<file path="config.mk">
export PLATFORM = sky130hd
export DESIGN_NAME = bitmap_text_layout
export DESIGN_NICKNAME = d
export VERILOG_FILES = /design/src/sv/blt_pkg.sv /design/src/sv/blt_ram.sv /design/src/sv/blt_front.sv /design/src/sv/blt_back.sv /design/src/sv/bitmap_text_layout.sv
export SDC_FILE = /design/constraint.sdc
export NUM_CORES = 2
export LEC_CHECK = 0
export BUFFER_PORTS_ARGS = -buffer_cell sky130_fd_sc_hd__buf_4
export CAP_MARGIN = 20
export CORE_ASPECT_RATIO = 1.2
export CORE_MARGIN = 4
export CORE_UTILIZATION = 45
export CTS_BUF_LIST = sky130_fd_sc_hd__clkbuf_16
export DETAILED_ROUTE_END_ITERATION = 6
export GPL_TIMING_DRIVEN = 0
export MAX_ROUTING_LAYER = met4
export PLACE_DENSITY_LB_ADDON = 0.15
export RECOVER_POWER = 50
export SLEW_MARGIN = 10
export SYNTH_ARGS = -nofsm -noshare
export SYNTH_HDL_FRONTEND = slang
export SYNTH_SLANG_ARGS = --single-unit
</file>
<file path="constraint.sdc">
create_clock -name i_clk -period 9 [get_ports i_clk]
set_input_delay 1.35 -clock i_clk [delete_from_list [all_inputs] [get_ports i_clk]]
set_output_delay 1.35 -clock i_clk [all_outputs]
set_load 0.05 [all_outputs]
</file>
<file path="src/sv/blt_pkg.sv">
// Shared types, constants and glyph maps of the bitmap text layout block.
package blt_pkg;

    // Default sizes for the top-level parameters.
    localparam int MAX_GLYPHS_DEF = 128;
    localparam int TAB_CELLS_DEF  = 10;

    // Port widths of the streaming and configuration interfaces.
    localparam int IN_DATA_W  = 80;
    localparam int IN_USER_W  = 2;
    localparam int OUT_DATA_W = 48;
    localparam int CFG_IDX_W  = 3;
    localparam int CFG_DATA_W = 8;

    // Configuration register indexes.
    localparam logic [CFG_IDX_W-1:0] CFG_GLYPH_COUNT     = 3'd0;
    localparam logic [CFG_IDX_W-1:0] CFG_TABLE_SELECT    = 3'd1;
    localparam logic [CFG_IDX_W-1:0] CFG_MONOSPACE_ALIGN = 3'd2;
    localparam logic [CFG_IDX_W-1:0] CFG_H_SPACING       = 3'd3;
    localparam logic [CFG_IDX_W-1:0] CFG_V_SPACING       = 3'd4;

    // Command codes carried in tuser.
    localparam logic [1:0] CMD_LOAD  = 2'd0;
    localparam logic [1:0] CMD_START = 2'd1;
    localparam logic [1:0] CMD_CHAR  = 2'd2;

    // Character codes with a control meaning.
    localparam logic [7:0] CODE_TILDE       = 8'h7E;
    localparam logic [7:0] CODE_NEWLINE     = 8'h0A;
    localparam logic [7:0] CODE_NEWLINE_ALT = 8'hB3;
    localparam logic [7:0] CODE_TAB         = 8'hA9;

    // Map entry for a code without a glyph.
    localparam logic [7:0] NG = 8'd255;

    // Operation kinds handed from the front end to the back end.
    typedef enum logic [2:0] {
        OP_NOP,
        OP_LOAD,
        OP_START,
        OP_TILDE,
        OP_NEWLINE,
        OP_TAB,
        OP_SPACE,
        OP_GLYPH
    } t_op_kind;

    // One classified item waiting in the queue.
    typedef struct packed {
        t_op_kind    kind;
        logic [6:0]  slot;
        logic [7:0]  width;
        logic [7:0]  height;
        logic [15:0] start_x;
        logic [15:0] start_y;
        logic [7:0]  color_a;
        logic [7:0]  color_b;
        logic [6:0]  glyph;
    } t_op;

    // Configuration register set.
    typedef struct packed {
        logic [7:0] glyph_count;
        logic       table_select;
        logic       monospace_align;
        logic [7:0] h_spacing;
        logic [7:0] v_spacing;
    } t_cfg;

    // Map with letters folded to one case.
    localparam logic [7:0] MAP_FOLDED [256] = '{
        NG,NG,NG,NG,NG,NG,NG,NG,NG,NG,NG,NG,NG,NG,NG,NG,
        NG,NG,NG,NG,NG,NG,NG,NG,NG,NG,NG,NG,NG,NG,NG,NG,
        NG,8'd36,NG,8'd53,8'd51,8'd45,NG,8'd47,8'd41,8'd42,8'd49,8'd43,8'd51,8'd44,8'd38,8'd40,
        8'd26,8'd27,8'd28,8'd29,8'd30,8'd31,8'd32,8'd33,8'd34,8'd35,8'd39,NG,NG,8'd46,NG,8'd37,
        8'd52,8'd0,8'd1,8'd2,8'd3,8'd4,8'd5,8'd6,8'd7,8'd8,8'd9,8'd10,8'd11,8'd12,8'd13,8'd14,
        8'd15,8'd16,8'd17,8'd18,8'd19,8'd20,8'd21,8'd22,8'd23,8'd24,8'd25,NG,8'd50,NG,NG,8'd48,
        NG,8'd0,8'd1,8'd2,8'd3,8'd4,8'd5,8'd6,8'd7,8'd8,8'd9,8'd10,8'd11,8'd12,8'd13,8'd14,
        8'd15,8'd16,8'd17,8'd18,8'd19,8'd20,8'd21,8'd22,8'd23,8'd24,8'd25,NG,NG,NG,NG,NG,
        NG,NG,8'd4,NG,NG,8'd0,NG,NG,8'd0,NG,8'd4,NG,NG,NG,8'd4,NG,
        NG,NG,NG,8'd14,NG,NG,NG,NG,NG,NG,NG,NG,NG,NG,NG,NG,
        NG,NG,NG,NG,NG,NG,NG,NG,NG,NG,NG,NG,NG,NG,NG,NG,
        NG,NG,NG,NG,NG,NG,NG,NG,8'd4,NG,NG,NG,NG,NG,NG,NG,
        NG,NG,NG,NG,8'd0,NG,NG,NG,NG,NG,NG,8'd4,NG,8'd8,NG,8'd8,
        NG,8'd13,NG,8'd14,NG,NG,8'd14,NG,NG,NG,NG,NG,8'd20,NG,NG,NG,
        NG,NG,NG,NG,8'd0,NG,NG,NG,NG,8'd4,NG,NG,NG,NG,NG,NG,
        NG,NG,NG,8'd14,NG,NG,8'd14,NG,NG,NG,NG,NG,8'd20,NG,NG,NG
    };

    // Map with the full printable set.
    localparam logic [7:0] MAP_FULL [256] = '{
        NG,NG,NG,NG,NG,NG,NG,NG,NG,NG,NG,NG,NG,NG,NG,NG,
        NG,NG,NG,NG,NG,NG,NG,NG,NG,NG,NG,NG,NG,NG,NG,NG,
        NG,8'd0,8'd1,8'd2,8'd3,8'd4,8'd5,8'd6,8'd7,8'd8,8'd9,8'd10,8'd11,8'd12,8'd13,8'd14,
        8'd15,8'd16,8'd17,8'd18,8'd19,8'd20,8'd21,8'd22,8'd23,8'd24,8'd25,8'd26,8'd27,8'd28,8'd29,8'd30,
        8'd31,8'd32,8'd33,8'd34,8'd35,8'd36,8'd37,8'd38,8'd39,8'd40,8'd41,8'd42,8'd43,8'd44,8'd45,8'd46,
        8'd47,8'd48,8'd49,8'd50,8'd51,8'd52,8'd53,8'd54,8'd55,8'd56,8'd57,8'd58,8'd59,8'd60,8'd61,8'd62,
        8'd63,8'd64,8'd65,8'd66,8'd67,8'd68,8'd69,8'd70,8'd71,8'd72,8'd73,8'd74,8'd75,8'd76,8'd77,8'd78,
        8'd79,8'd80,8'd81,8'd82,8'd83,8'd84,8'd85,8'd86,8'd87,8'd88,8'd89,8'd90,8'd91,8'd92,8'd93,8'd94,
        NG,NG,8'd68,NG,NG,8'd64,NG,NG,8'd64,NG,8'd68,NG,NG,NG,8'd68,NG,
        NG,NG,NG,8'd78,NG,NG,NG,NG,NG,NG,NG,NG,NG,NG,NG,NG,
        NG,8'd0,NG,NG,NG,NG,NG,NG,NG,NG,NG,NG,NG,NG,NG,NG,
        NG,NG,NG,NG,NG,NG,NG,NG,NG,NG,NG,NG,NG,NG,NG,8'd30,
        NG,NG,NG,NG,8'd64,NG,NG,NG,NG,NG,NG,8'd68,NG,8'd72,NG,8'd72,
        NG,8'd77,NG,8'd78,NG,NG,8'd78,NG,NG,NG,NG,NG,8'd84,NG,NG,NG,
        NG,NG,NG,NG,8'd64,NG,NG,NG,NG,8'd68,NG,NG,NG,NG,NG,NG,
        NG,NG,NG,8'd78,NG,NG,8'd78,NG,NG,NG,NG,NG,8'd84,NG,NG,NG
    };

    // Glyph number of a character code in the selected map.
    function automatic logic [7:0] glyph_map(input logic sel, input logic [7:0] code);
        glyph_map = sel ? MAP_FULL[code] : MAP_FOLDED[code];
    endfunction

endpackage

</file>
<file path="src/sv/blt_ram.sv">
// Generic single-port-write, registered-read RAM.
module blt_ram #(
    parameter int WIDTH = 8,
    parameter int DEPTH = 128,
    parameter int AW    = (DEPTH > 1) ? $clog2(DEPTH) : 1
) (
    input  logic             i_clk,
    input  logic             i_we,
    input  logic [AW-1:0]    i_waddr,
    input  logic [WIDTH-1:0] i_wdata,
    input  logic [AW-1:0]    i_raddr,
    output logic [WIDTH-1:0] o_rdata
);

    logic [WIDTH-1:0] r_mem [DEPTH];
    logic [WIDTH-1:0] r_rdata;

    // Write port and registered read port.
    always_ff @(posedge i_clk) begin
        if (i_we) begin
            r_mem[i_waddr] <= i_wdata;
        end
        r_rdata <= r_mem[i_raddr];
    end

    assign o_rdata = r_rdata;

endmodule

</file>
<file path="src/sv/blt_front.sv">
// Front end: accepts input items, classifies them and queues the operations.
module blt_front #(
    parameter int MAX_GLYPHS = blt_pkg::MAX_GLYPHS_DEF
) (
    input  logic                            i_clk,
    input  logic                            i_rst_n,
    input  blt_pkg::t_cfg                   i_cfg,
    input  logic                            i_s_axis_tvalid,
    output logic                            o_s_axis_tready,
    // tdata from bit 0: glyph_slot, glyph_width, glyph_height, start_x, start_y,
    // color_a, color_b, char_code, one zero pad bit
    input  logic [blt_pkg::IN_DATA_W-1:0]   i_s_axis_tdata,
    // tuser: command
    input  logic [blt_pkg::IN_USER_W-1:0]   i_s_axis_tuser,
    output logic                            o_op_valid,
    output blt_pkg::t_op                    o_op,
    input  logic                            i_op_pop
);

    import blt_pkg::*;

    localparam int QDEPTH = 2;
    localparam int QPW    = $clog2(QDEPTH);

    logic [7:0]     code;
    logic [7:0]     glyph8;
    logic           no_glyph;
    t_op            n_op;
    logic           push;
    t_op            r_q [QDEPTH];
    logic [QPW-1:0] r_wptr;
    logic [QPW-1:0] r_rptr;
    logic [QPW:0]   r_cnt;

    assign code   = i_s_axis_tdata[78:71];
    assign glyph8 = glyph_map(i_cfg.table_select, code);

    // A code has no glyph when unmapped or beyond the font or the table.
    assign no_glyph = (glyph8 == NG) || (glyph8 >= i_cfg.glyph_count) ||
                      ({1'b0, glyph8} >= 9'(MAX_GLYPHS));

    // Classify the item into one operation.
    always_comb begin
        n_op         = '0;
        n_op.slot    = i_s_axis_tdata[6:0];
        n_op.width   = i_s_axis_tdata[14:7];
        n_op.height  = i_s_axis_tdata[22:15];
        n_op.start_x = i_s_axis_tdata[38:23];
        n_op.start_y = i_s_axis_tdata[54:39];
        n_op.color_a = i_s_axis_tdata[62:55];
        n_op.color_b = i_s_axis_tdata[70:63];
        n_op.glyph   = glyph8[6:0];
        case (i_s_axis_tuser)
            CMD_LOAD: begin
                n_op.kind = ({2'b00, n_op.slot} < 9'(MAX_GLYPHS)) ? OP_LOAD : OP_NOP;
            end
            CMD_START: begin
                n_op.kind = OP_START;
            end
            CMD_CHAR: begin
                if (code == CODE_TILDE) begin
                    n_op.kind = OP_TILDE;
                end else if (code == CODE_NEWLINE || code == CODE_NEWLINE_ALT) begin
                    n_op.kind = OP_NEWLINE;
                end else if (code == CODE_TAB) begin
                    n_op.kind = OP_TAB;
                end else if (no_glyph) begin
                    n_op.kind = OP_SPACE;
                end else begin
                    n_op.kind = OP_GLYPH;
                end
            end
            default: begin
                n_op.kind = OP_NOP;
            end
        endcase
    end

    assign o_s_axis_tready = (r_cnt < (QPW+1)'(QDEPTH));
    assign push            = i_s_axis_tvalid && o_s_axis_tready && (n_op.kind != OP_NOP);
    assign o_op_valid      = (r_cnt != '0);
    assign o_op            = r_q[r_rptr];

    // Queue storage.
    always_ff @(posedge i_clk) begin
        if (push) begin
            r_q[r_wptr] <= n_op;
        end
    end

    // Queue pointers and fill count.
    always_ff @(posedge i_clk) begin
        if (!i_rst_n) begin
            r_wptr <= '0;
            r_rptr <= '0;
            r_cnt  <= '0;
        end else begin
            if (push) begin
                r_wptr <= r_wptr + 1'b1;
            end
            if (i_op_pop) begin
                r_rptr <= r_rptr + 1'b1;
            end
            if (push && !i_op_pop) begin
                r_cnt <= r_cnt + 1'b1;
            end else if (!push && i_op_pop) begin
                r_cnt <= r_cnt - 1'b1;
            end
        end
    end

endmodule

</file>
<file path="src/sv/blt_back.sv">
// Back end: keeps the pen state, runs the tab divider and drives the results.
module blt_back #(
    parameter int MAX_GLYPHS = blt_pkg::MAX_GLYPHS_DEF,
    parameter int TAB_CELLS  = blt_pkg::TAB_CELLS_DEF
) (
    input  logic                            i_clk,
    input  logic                            i_rst_n,
    input  blt_pkg::t_cfg                   i_cfg,
    input  logic                            i_op_valid,
    input  blt_pkg::t_op                    i_op,
    output logic                            o_op_pop,
    output logic                            o_m_axis_tvalid,
    input  logic                            i_m_axis_tready,
    // tdata from bit 0: draw_x, draw_y, glyph_index, draw_color, one zero pad bit
    output logic [blt_pkg::OUT_DATA_W-1:0]  o_m_axis_tdata
);

    import blt_pkg::*;

    localparam int AW     = (MAX_GLYPHS > 1) ? $clog2(MAX_GLYPHS) : 1;
    localparam int CELL_W = $clog2(TAB_CELLS * 255 + 1);
    localparam int DIV_N  = 16;
    localparam int CNT_W  = $clog2(DIV_N);

    typedef enum logic [5:0] {
        S_IDLE = 6'b000001,
        S_READ = 6'b000010,
        S_EMIT = 6'b000100,
        S_DIV  = 6'b001000,
        S_MUL  = 6'b010000,
        S_ADD  = 6'b100000
    } t_state;

    t_state            r_state;
    logic [15:0]       r_pen_x;
    logic [15:0]       r_pen_y;
    logic [15:0]       r_origin_x;
    logic [7:0]        r_base_h;
    logic [7:0]        r_w0;
    logic [CELL_W-1:0] r_cell;
    logic              r_pick;
    logic [7:0]        r_color_a;
    logic [7:0]        r_color_b;
    logic [6:0]        r_glyph;
    logic [7:0]        r_w;
    logic [15:0]       r_draw_x;
    logic              r_neg;
    logic [15:0]       r_quo;
    logic [CELL_W-1:0] r_rem;
    logic [CNT_W-1:0]  r_cnt;
    logic [15:0]       r_prod;
    logic              r_out_valid;
    logic [15:0]       r_out_x;
    logic [15:0]       r_out_y;
    logic [6:0]        r_out_g;
    logic [7:0]        r_out_c;

    logic              ram_we;
    logic [7:0]        slot8;
    logic [7:0]        glyph8;
    logic [7:0]        ram_rdata;
    logic [15:0]       h_ext;
    logic [15:0]       v_ext;
    logic [15:0]       pen_dist;
    logic [15:0]       dist_mag;
    logic [CELL_W:0]   rem_sh;
    logic              rem_ge;
    logic [CELL_W:0]   rem_sub;
    logic [15:0]       quo_n;
    logic [15:0]       cell16;
    logic [CELL_W-1:0] cell_load;
    logic              out_free;
    logic              emit_now;

    // Width table, written by load items and read for each drawn glyph.
    assign ram_we = o_op_pop && (i_op.kind == OP_LOAD);
    assign slot8  = {1'b0, i_op.slot};
    assign glyph8 = {1'b0, i_op.glyph};

    blt_ram #(
        .WIDTH (8),
        .DEPTH (MAX_GLYPHS),
        .AW    (AW)
    ) u_width_ram (
        .i_clk   (i_clk),
        .i_we    (ram_we),
        .i_waddr (slot8[AW-1:0]),
        .i_wdata (i_op.width),
        .i_raddr (glyph8[AW-1:0]),
        .o_rdata (ram_rdata)
    );

    assign o_op_pop = (r_state == S_IDLE) && i_op_valid;
    assign out_free = !r_out_valid || i_m_axis_tready;
    assign emit_now = (r_state == S_EMIT) && out_free;
    assign h_ext    = {{8{i_cfg.h_spacing[7]}}, i_cfg.h_spacing};
    assign v_ext    = {{8{i_cfg.v_spacing[7]}}, i_cfg.v_spacing};

    // Signed distance from the origin, split into sign and magnitude.
    assign pen_dist = r_pen_x - r_origin_x;
    assign dist_mag = pen_dist[15] ? (16'd0 - pen_dist) : pen_dist;

    // One restoring division step.
    assign rem_sh  = {r_rem, r_quo[15]};
    assign rem_ge  = (rem_sh >= {1'b0, r_cell});
    assign rem_sub = rem_sh - {1'b0, r_cell};

    // Tab stop index plus one, and the cell size for the product.
    assign quo_n  = (r_neg ? (16'd0 - r_quo) : r_quo) + 16'd1;
    assign cell16 = 16'(r_cell);

    assign cell_load = CELL_W'(CELL_W'(TAB_CELLS) * CELL_W'(i_op.width));

    // Operation sequencer and pen state.
    always_ff @(posedge i_clk) begin
        if (!i_rst_n) begin
            r_state     <= S_IDLE;
            r_pen_x     <= '0;
            r_pen_y     <= '0;
            r_origin_x  <= '0;
            r_base_h    <= '0;
            r_w0        <= '0;
            r_cell      <= '0;
            r_pick      <= 1'b0;
            r_color_a   <= '0;
            r_color_b   <= '0;
            r_out_valid <= 1'b0;
        end else begin
            // Result register: loaded by the emit step, freed when taken.
            if (emit_now) begin
                r_out_valid <= 1'b1;
            end else if (i_m_axis_tready) begin
                r_out_valid <= 1'b0;
            end
            case (r_state)
                S_IDLE: begin
                    if (i_op_valid) begin
                        case (i_op.kind)
                            OP_LOAD: begin
                                if (i_op.slot == '0) begin
                                    r_w0     <= i_op.width;
                                    r_cell   <= cell_load;
                                    r_base_h <= i_op.height;
                                end
                            end
                            OP_START: begin
                                r_pen_x    <= i_op.start_x;
                                r_origin_x <= i_op.start_x;
                                r_pen_y    <= i_op.start_y;
                                r_color_a  <= i_op.color_a;
                                r_color_b  <= i_op.color_b;
                                r_pick     <= 1'b0;
                            end
                            OP_TILDE: begin
                                r_pick <= !r_pick;
                            end
                            OP_NEWLINE: begin
                                r_pen_x <= r_origin_x;
                                r_pen_y <= r_pen_y + v_ext + {8'd0, r_base_h};
                            end
                            OP_SPACE: begin
                                r_pen_x <= r_pen_x + h_ext + {9'd0, r_w0[7:1]};
                            end
                            OP_TAB: begin
                                if (r_cell != '0) begin
                                    r_neg   <= pen_dist[15];
                                    r_quo   <= dist_mag;
                                    r_rem   <= '0;
                                    r_cnt   <= CNT_W'(DIV_N - 1);
                                    r_state <= S_DIV;
                                end
                            end
                            OP_GLYPH: begin
                                r_glyph <= i_op.glyph;
                                r_state <= S_READ;
                            end
                            default: begin
                            end
                        endcase
                    end
                end
                S_READ: begin
                    // Width is back from the table; right-align when asked.
                    r_w <= ram_rdata;
                    if (i_cfg.monospace_align) begin
                        r_draw_x <= r_pen_x + {8'd0, r_w0} - {8'd0, ram_rdata};
                    end else begin
                        r_draw_x <= r_pen_x;
                    end
                    r_state <= S_EMIT;
                end
                S_EMIT: begin
                    if (emit_now) begin
                        r_out_x     <= r_draw_x;
                        r_out_y     <= r_pen_y;
                        r_out_g     <= r_glyph;
                        r_out_c     <= r_pick ? r_color_b : r_color_a;
                        r_pen_x     <= r_draw_x + h_ext + {8'd0, r_w};
                        r_state     <= S_IDLE;
                    end
                end
                S_DIV: begin
                    r_rem <= rem_ge ? rem_sub[CELL_W-1:0] : rem_sh[CELL_W-1:0];
                    r_quo <= {r_quo[14:0], rem_ge};
                    r_cnt <= r_cnt - 1'b1;
                    if (r_cnt == '0) begin
                        r_state <= S_MUL;
                    end
                end
                S_MUL: begin
                    r_prod  <= quo_n * cell16;
                    r_state <= S_ADD;
                end
                S_ADD: begin
                    r_pen_x <= r_origin_x + r_prod;
                    r_state <= S_IDLE;
                end
                default: begin
                    r_state <= S_IDLE;
                end
            endcase
        end
    end

    assign o_m_axis_tvalid = r_out_valid;
    assign o_m_axis_tdata  = {1'b0, r_out_c, r_out_g, r_out_y, r_out_x};

`ifndef SYNTHESIS
    // The divider only runs with a nonzero tab cell.
    a_div_cell: assert property (@(posedge i_clk) disable iff (!i_rst_n)
        (r_state == S_DIV) |-> (r_cell != '0))
        else $error("tab divider running with a zero cell");

    // A new result appears only out of the emit step.
    a_out_src: assert property (@(posedge i_clk) disable iff (!i_rst_n)
        (o_m_axis_tvalid && !$past(o_m_axis_tvalid)) |-> $past(r_state == S_EMIT))
        else $error("result raised outside the emit step");

    // A start item always selects the first color.
    a_start_color: assert property (@(posedge i_clk) disable iff (!i_rst_n)
        (o_op_pop && i_op.kind == OP_START) |=> !r_pick)
        else $error("color select not cleared by a start item");

    // A glyph always runs through the table read and the emit step.
    a_glyph_seq: assert property (@(posedge i_clk) disable iff (!i_rst_n)
        (o_op_pop && i_op.kind == OP_GLYPH) |=> (r_state == S_READ) ##1 (r_state == S_EMIT))
        else $error("glyph sequence broken");
`endif

endmodule

</file>
<file path="src/sv/bitmap_text_layout.sv">
// Top level of the bitmap text layout block: configuration registers and wiring.
//
// Channel   Direction  Handshake                 Contents
// s_axis    in         tvalid/tready             tuser command, tdata operands
// m_axis    out        tvalid/tready             draw position, glyph, color
// cfg       in         write enable, no wait     index and 8-bit write data
//
// Each item is done in the issue step alone, but for a drawn glyph (issue,
// registered width table read, emit, which waits for a free result register)
// and a tab with a nonzero cell (issue, the 16 bit-serial tab divider steps,
// multiply, add). A two-entry queue separates accept from execution; a held
// result stalls only the back end until the queue fills. Reset is synchronous
// and needs no clearing pass; the width table holds garbage until loaded.
module bitmap_text_layout #(
    parameter int MAX_GLYPHS = blt_pkg::MAX_GLYPHS_DEF,
    parameter int TAB_CELLS  = blt_pkg::TAB_CELLS_DEF
) (
    input  logic                             i_clk,
    input  logic                             i_rst_n,
    input  logic                             i_s_axis_tvalid,
    output logic                             o_s_axis_tready,
    // tdata from bit 0: glyph_slot, glyph_width, glyph_height, start_x, start_y,
    // color_a, color_b, char_code, one zero pad bit
    input  logic [blt_pkg::IN_DATA_W-1:0]    i_s_axis_tdata,
    // tuser: command
    input  logic [blt_pkg::IN_USER_W-1:0]    i_s_axis_tuser,
    output logic                             o_m_axis_tvalid,
    input  logic                             i_m_axis_tready,
    // tdata from bit 0: draw_x, draw_y, glyph_index, draw_color, one zero pad bit
    output logic [blt_pkg::OUT_DATA_W-1:0]   o_m_axis_tdata,
    input  logic                             i_cfg_we,
    input  logic [blt_pkg::CFG_IDX_W-1:0]    i_cfg_index,
    input  logic [blt_pkg::CFG_DATA_W-1:0]   i_cfg_wdata
);

    import blt_pkg::*;

    t_cfg r_cfg;
    logic op_valid;
    t_op  op;
    logic op_pop;

    // Configuration registers.
    always_ff @(posedge i_clk) begin
        if (!i_rst_n) begin
            r_cfg <= '0;
        end else if (i_cfg_we) begin
            case (i_cfg_index)
                CFG_GLYPH_COUNT:     r_cfg.glyph_count     <= i_cfg_wdata;
                CFG_TABLE_SELECT:    r_cfg.table_select    <= i_cfg_wdata[0];
                CFG_MONOSPACE_ALIGN: r_cfg.monospace_align <= i_cfg_wdata[0];
                CFG_H_SPACING:       r_cfg.h_spacing       <= i_cfg_wdata;
                CFG_V_SPACING:       r_cfg.v_spacing       <= i_cfg_wdata;
                default: begin
                end
            endcase
        end
    end

    blt_front #(
        .MAX_GLYPHS (MAX_GLYPHS)
    ) u_front (
        .i_clk           (i_clk),
        .i_rst_n         (i_rst_n),
        .i_cfg           (r_cfg),
        .i_s_axis_tvalid (i_s_axis_tvalid),
        .o_s_axis_tready (o_s_axis_tready),
        .i_s_axis_tdata  (i_s_axis_tdata),
        .i_s_axis_tuser  (i_s_axis_tuser),
        .o_op_valid      (op_valid),
        .o_op            (op),
        .i_op_pop        (op_pop)
    );

    blt_back #(
        .MAX_GLYPHS (MAX_GLYPHS),
        .TAB_CELLS  (TAB_CELLS)
    ) u_back (
        .i_clk           (i_clk),
        .i_rst_n         (i_rst_n),
        .i_cfg           (r_cfg),
        .i_op_valid      (op_valid),
        .i_op            (op),
        .o_op_pop        (op_pop),
        .o_m_axis_tvalid (o_m_axis_tvalid),
        .i_m_axis_tready (i_m_axis_tready),
        .o_m_axis_tdata  (o_m_axis_tdata)
    );

endmodule
</file>
; After elaboration in Yosys (flattened, before gate mapping)
; Memories as Yosys holds them, arrays and structs flattened. A register that Yosys moved wholly into a read port is not among the register bits.
; Index checks and enable logic that the tools add are counted.
[op_classes]
multipliers = 2
n_reduce_logical = 45
bitwise = 1
order_cmp = 5
muxes = 49
add_sub_neg = 19
n_eq_ne = 32
[ops]
columns = op, n
row1 = $mux 16, 8
row2 = $pmux 16 s3, 2
row3 = $add 16x16->16, 4
row4 = $pmux 16 s2, 2
row5 = $add 16x8->16, 3
row6 = $mux 12, 4
row7 = $mux 8, 6
row8 = $sub 1x16->16 const A, 2
row9 = $pmux 6 s5, 1
row10 = $eq 8x8->1 const B, 3
row11 = $mux 6, 4
row12 = $pmux 12 s2, 1
row13 = $add 16x1->16 const B, 1
row14 = $add 16x7->16, 1
row15 = $mul 16x11->15, 1
row16 = $sub 16x16->16, 1
row17 = $sub 16x8->16, 1
row18 = $eq 3x3->1 const B, 5
row19 = $reduce_and 5->1, 3
row20 = $reduce_and 2->1, 7
row21 = $ge 13x12->1, 1
row22 = $eq 3x2->1 const B, 4
row23 = $mux 4, 3
row24 = $pmux 6 s2, 1
row25 = 44 further kinds, 84
[totals]
ramBits = 1186
output_inout_bits = 50
in_bits = 98
register_bits = 255
rom_bits = 4096
memories = 4
wordCells = 188
[mem_list]
columns = name, words, width, rd, rd_clocked_by_memory_dff, write_ports, line_no
row1 = (name not given), 256, 8, 1, 0, 0, blt_pkg.sv:112  ; glyph_map = sel ? MAP_FULL[code] : MAP_FOLDED[code];
row2 = (name not given), 256, 8, 1, 0, 0, blt_pkg.sv:112
row3 = u_back.u_width_ram.r_mem, 128, 8, 1, 1, 1, blt_ram.sv:15  ; logic [WIDTH-1:0] r_mem [DEPTH];
row4 = u_front.r_q, 2, 81, 1, 1, 1, blt_front.sv:30  ; t_op r_q [QDEPTH];

; Longest topological paths before layout
[depth]
ltp_word = 19
mapped_depth = 29
mapped_depth_nobuf = 28

; Cells and area by module
; Synthesis repeated with hierarchy kept, for this count alone.
[unflattened]
hier_cells = 4292
hier_area_um2 = 66807.8
[modules_own_cells]
columns = mod, instances, seq_area_each_um2, cells_per_inst, area_per_inst_um2
row1 = blt_ram, 1, 30909.6, 1635, 39665.5
row2 = blt_back, 1, 5725.5, 2008, 18129.9
row3 = blt_front, 1, 4964.8, 551, 8013.9
row4 = bitmap_text_layout, 1, 520.5, 98, 998.5

; Worst setup path after synthesis
; OpenSTA, ideal clock, no wires.
[synth_timing]
kind = register to register
start = register u_back.r_quo[0]
end = register u_back.r_prod[15] (data pin)
required_ns = 8.732
t_arrival_ns = 6.754
n_path_buf = 1
period_less_slack_ns = 7.021
setup_slack_ns = 1.979
stages_incl_launch_ff = 27
setup_time_ns = 0.268
path_cell_list = edfxtp_1 -> inv_1 -> ha_1 -> clkbuf_1 -> inv_1 -> o31ai_1 -> xor2_1 -> or3_1 -> or4_4 -> xor2_1 -> nand2_1 -> fa_1 -> inv_1 -> fa_1 -> fa_1 -> inv_1 -> fa_1 -> fa_1 -> xnor2_1 -> xnor2_1 -> xnor2_1 -> xnor2_1 -> xnor2_1 -> xnor2_1 -> xnor2_1 -> xnor3_1 -> xnor3_1
[synth_via]
elab_chain_len = 4
[synth_lines]
columns = item, line_no
row1 = from (decl), blt_back.sv:48  ; logic [15:0] r_quo;
row2 = from (signal assigned), blt_back.sv:167  ; r_quo <= dist_mag;
row3 = from (signal assigned), blt_back.sv:204  ; r_quo <= {r_quo[14:0], rem_ge};
row4 = $sub 1x16->16, blt_back.sv:109  ; assign quo_n = (r_neg ? (16'd0 - r_quo) : r_quo) + 16'd1;
row5 = $mux 16 (*), blt_back.sv:109
row6 = $add 16x1->16 (*), blt_back.sv:109
row7 = $mul 16x11->15 (*), blt_back.sv:211  ; r_prod <= quo_n * cell16;
row8 = to (signal assigned), blt_back.sv:211
row9 = to (decl), blt_back.sv:51  ; logic [15:0] r_prod;
; Mark *: on every way between the ends. The rest lies on a longest branch, timed or not.
; A chain may end at the register's enable or synchronous reset.

; Worst setup path after layout
; Ends and elaborated chain as after synthesis.

==> out/qor.csv <==
stage,metric,value,unit
yosys,post-synthesis sequential area ratio,0.622,
grt,initial antenna violation count,7,
floorplanning,num rows,155,
routing,Pre-Repair DR Iteration Count,6,
floorplanning,IO Count,148,
routing,drc violations,0,
timing,f_max,0.119,GHz
setup_path,critical path's largest stage delay,0.81,ns
grt,GR Util All Layers,0.268,
cells_and_area,Util after Layout,0.510,
clock_network,CTS tree,done,
clock_network,clk_lat worst skew,0.81,ns
min_path,Hold Path Class,register to register,
cells_and_area,fill count,13300,
yosys,Post-synth ARST share,0,
setup_path,CP Max Fanout,8,
power,total power,21.0,mW
routing,via count,47800,
floorplanning,core area,149000,um^2
power,Power per Cell Area,276,nW/um^2
timing,Fin. Hold Viols,0,
grt,first-pass GRT wire length,303000,um
yosys,predominant post-synthesis flop cell,edfxtp_1,
routing,Routed Antenna Nets,0,
routing,WL per Instance,24.7,um
clock_network,clock sinks,1448,
placed_design,IO Port Bufs,141,
grt,busiest grt layer,met2,
yosys,YS warnings,0,
placed_design,Detailed Place HPWL,148000,um
timing,post-route clock skew,0.0302,ns
yosys,synthesized area per cell,11.4,um^2
clock_network,Longest Clk Path Bufs,3,
grt,GR Util met1,0.328,
yosys,Synth area leaders,"edfxtp_1 58%, nand2_1 7.4%, nand3_1 4.2%",
clock_network,root buffer cell,clkbuf_16,
placed_design,placed cells,8086,
setup_path,Worst Path Buf+Inv,6,
timing,# setup viols final,0,
yosys,Synth area leader,edfxtp_1,
min_path,Worst Hold Depth,0,
setup_path,R2R depth,28,
grt,largest net degree at the start of global routing,107,
setup_path,kind of cell adding the most delay to the critical path,adder cells,
clock_network,"CTS clk-pin slew, worst paths",0.06,ns
clock_network,Post-CTS Setup Inserts,0,
routing,DR iter-0 viols,4500,
cells_and_area,share of layout cells above drive strength 1,0.0494,
timing,headroom to the max-slew limit,-1.19,
clock_network,H-Tree Depth,4,
setup_path,CP Capture Type,register,
yosys,synthesized area,67800,um^2
cells_and_area,most frequent cells in the layout,"1,344 x nand2_1, 1,312 x edfxtp_1, 569 x nand3_1",
setup_path,critical path type,register to register,
yosys,number of synthesized flops with an enable pin,1312,
timing,crit path time final,8.41,ns
yosys,Synth Net Count,6343,
power,Leakage,26.8,nW
grt,total global routing overflow,0,
clock_network,CTS Buf Count,149,
cells_and_area,"commonest non-fill, non-tap cell in the layout",nand2_1,
timing,RSZ-0062 raised after global routing,false,
grt,GR met2 Demand/Resource,0.449,
setup_path,crit path launch type,register,
setup_path,CP max stage cell,xor2_1,
yosys,Post-Synthesis Cells,5953,
power,Worst VDD drop,0.243,mV
cells_and_area,synth-to-layout area growth,12.2,%
grt,M3 GR Usage,0.0369,
grt,vias in the first global route,46300,
outcome,status,"finished, violations left",
placed_design,Placer Congestion,0.945,
routing,drt via density,5.72,
timing,final setup TNS,0,ns
yosys,Yosys cell types,75,
routing,routed wire length,207000,um
setup_path,stages on the worst setup path,28,
floorplanning,Die Y,433,um
timing,Pins Over Slew Limit,635,
yosys,Yosys top cell area share,0.581,
cells_and_area,Layout Cells excl Fill,8367,
floorplanning,die width,362,um
setup_path,Crit path arrival time,8.94,ns
cells_and_area,Post-layout nets,6666,
floorplanning,starting density of the core,0.454,
timing,period utilization,0.934,
setup_path,Critical Path RT,9.53,ns
floorplanning,die area,157000,um^2
flow_run,number of max-cap violations,11,
timing,worst slew pin tran,3.28,ns
outcome,failing checks,"max-capacitance violations, max-slew violations",
yosys,post-synthesis register bit count,1448,
clock_network,PostCTS Resize Cnt,0,
clock_network,hold_buf cts,0,
[state kept, by name, summed over array words and instances (netlist names), 8 cells and up, named ones only]
signal / cells
r_cfg: 26
u_front.r_q: 162
u_back.r_out_y: 16
u_back.r_out_x: 16
u_back.r_pen_y: 16
u_back.r_prod: 15
u_back.r_quo: 16
u_back.r_color_b: 8
u_back.r_cell: 9
u_back.r_base_h: 8
u_back.r_w0: 8
u_back.u_width_ram.o_rdata: 8
u_back.r_color_a: 8
u_back.r_draw_x: 16
u_back.r_out_c: 8
u_back.r_pen_x: 16
u_back.u_width_ram.r_mem: 1024
u_back.r_w: 8
u_back.r_origin_x: 16
u_back.r_rem: 12
[area by class of cell]
type                            instances  area [um^2]  area share
Sequential cell                      1448        42100       0.554
Tap cell                             1962         2450      0.0323
Timing Repair Buffer                  172         1040      0.0137
Clock inverter                        119          860      0.0113
Inverter                              237          895      0.0118
Antenna cell                            9         22.5    0.000296
Clock buffer                          152         3800      0.0500
Multi-Input combinational cell       3918        23500       0.309
Buffer                                350         1340      0.0176
[where the power goes]
| group | leakage (nW) | internal [mW] | switching, mW |
|---|---|---|---|
| sequential | 12.9 | 8.09 | 0.195 |
| clock | 2.42 | 3.31 | 2.66 |
| combinational | 11.5 | 2.05 | 4.65 |
| total | 26.8 | 13.4 | 7.51 |
[layer usage]
metal,vias to the layer above,part of all wire
met5,-,0
met4,0,0.046
met3,411,0.064
met2,1779,0.49
met1,23600,0.39
li1,22100,-
[worst paths after layout]
| path | from | slack [ns] | endpoint |
|---|---|---|---|
| worst min-delay path | u_back.r_glyph[5] | 0.43 | u_back.r_out_g[5] |
| worst min register to register | u_back.r_glyph[5] | 0.43 | u_back.r_out_g[5] |
| worst max-delay path | u_back.r_quo[0] | 0.59 | u_back.r_prod[15] |
| worst max register to register | u_back.r_quo[0] | 0.59 | u_back.r_prod[15] |
[cells by family after synthesis]
logic type | share of synthesized area
compound gates | 0.0828
xor+xnor | 0.0202
fa+ha+maj | 0.0654
buf+inv | 0.0327
flops | 0.622
mux | 0.0154
other cells | 0.0000553
simple gates | 0.162
[cells in the mapped netlist, types with 28 or more instances]
library cell,n
a211oi_1,47
a21oi_1,236
a311oi_1,180
a31oi_1,34
and2_1,44
and3_1,74
buf_1,50
clkbuf_1,296
dfxtp_1,136
edfxtp_1,1312
fa_1,104
ha_1,188
inv_1,230
mux2i_1,77
nand2_1,1344
nand2b_1,28
nand3_1,569
nor2_1,328
nor3_1,40
o21ai_0,150
or3_1,29
xnor2_1,105
xor2_1,46
[through the flow]
step                instance area (um^2)  setup slack, ns  hold slack [ns]
CTS                                76700            0.744            0.432
global route                       76000            0.144            0.449
global placement                   71300            0.217            0.407
finish                             76000            0.590            0.430
floorplan                          67800             1.98            0.400
detailed placement                 72000            0.767            0.418
No activity file was read; power rests on OpenSTA's default activity.
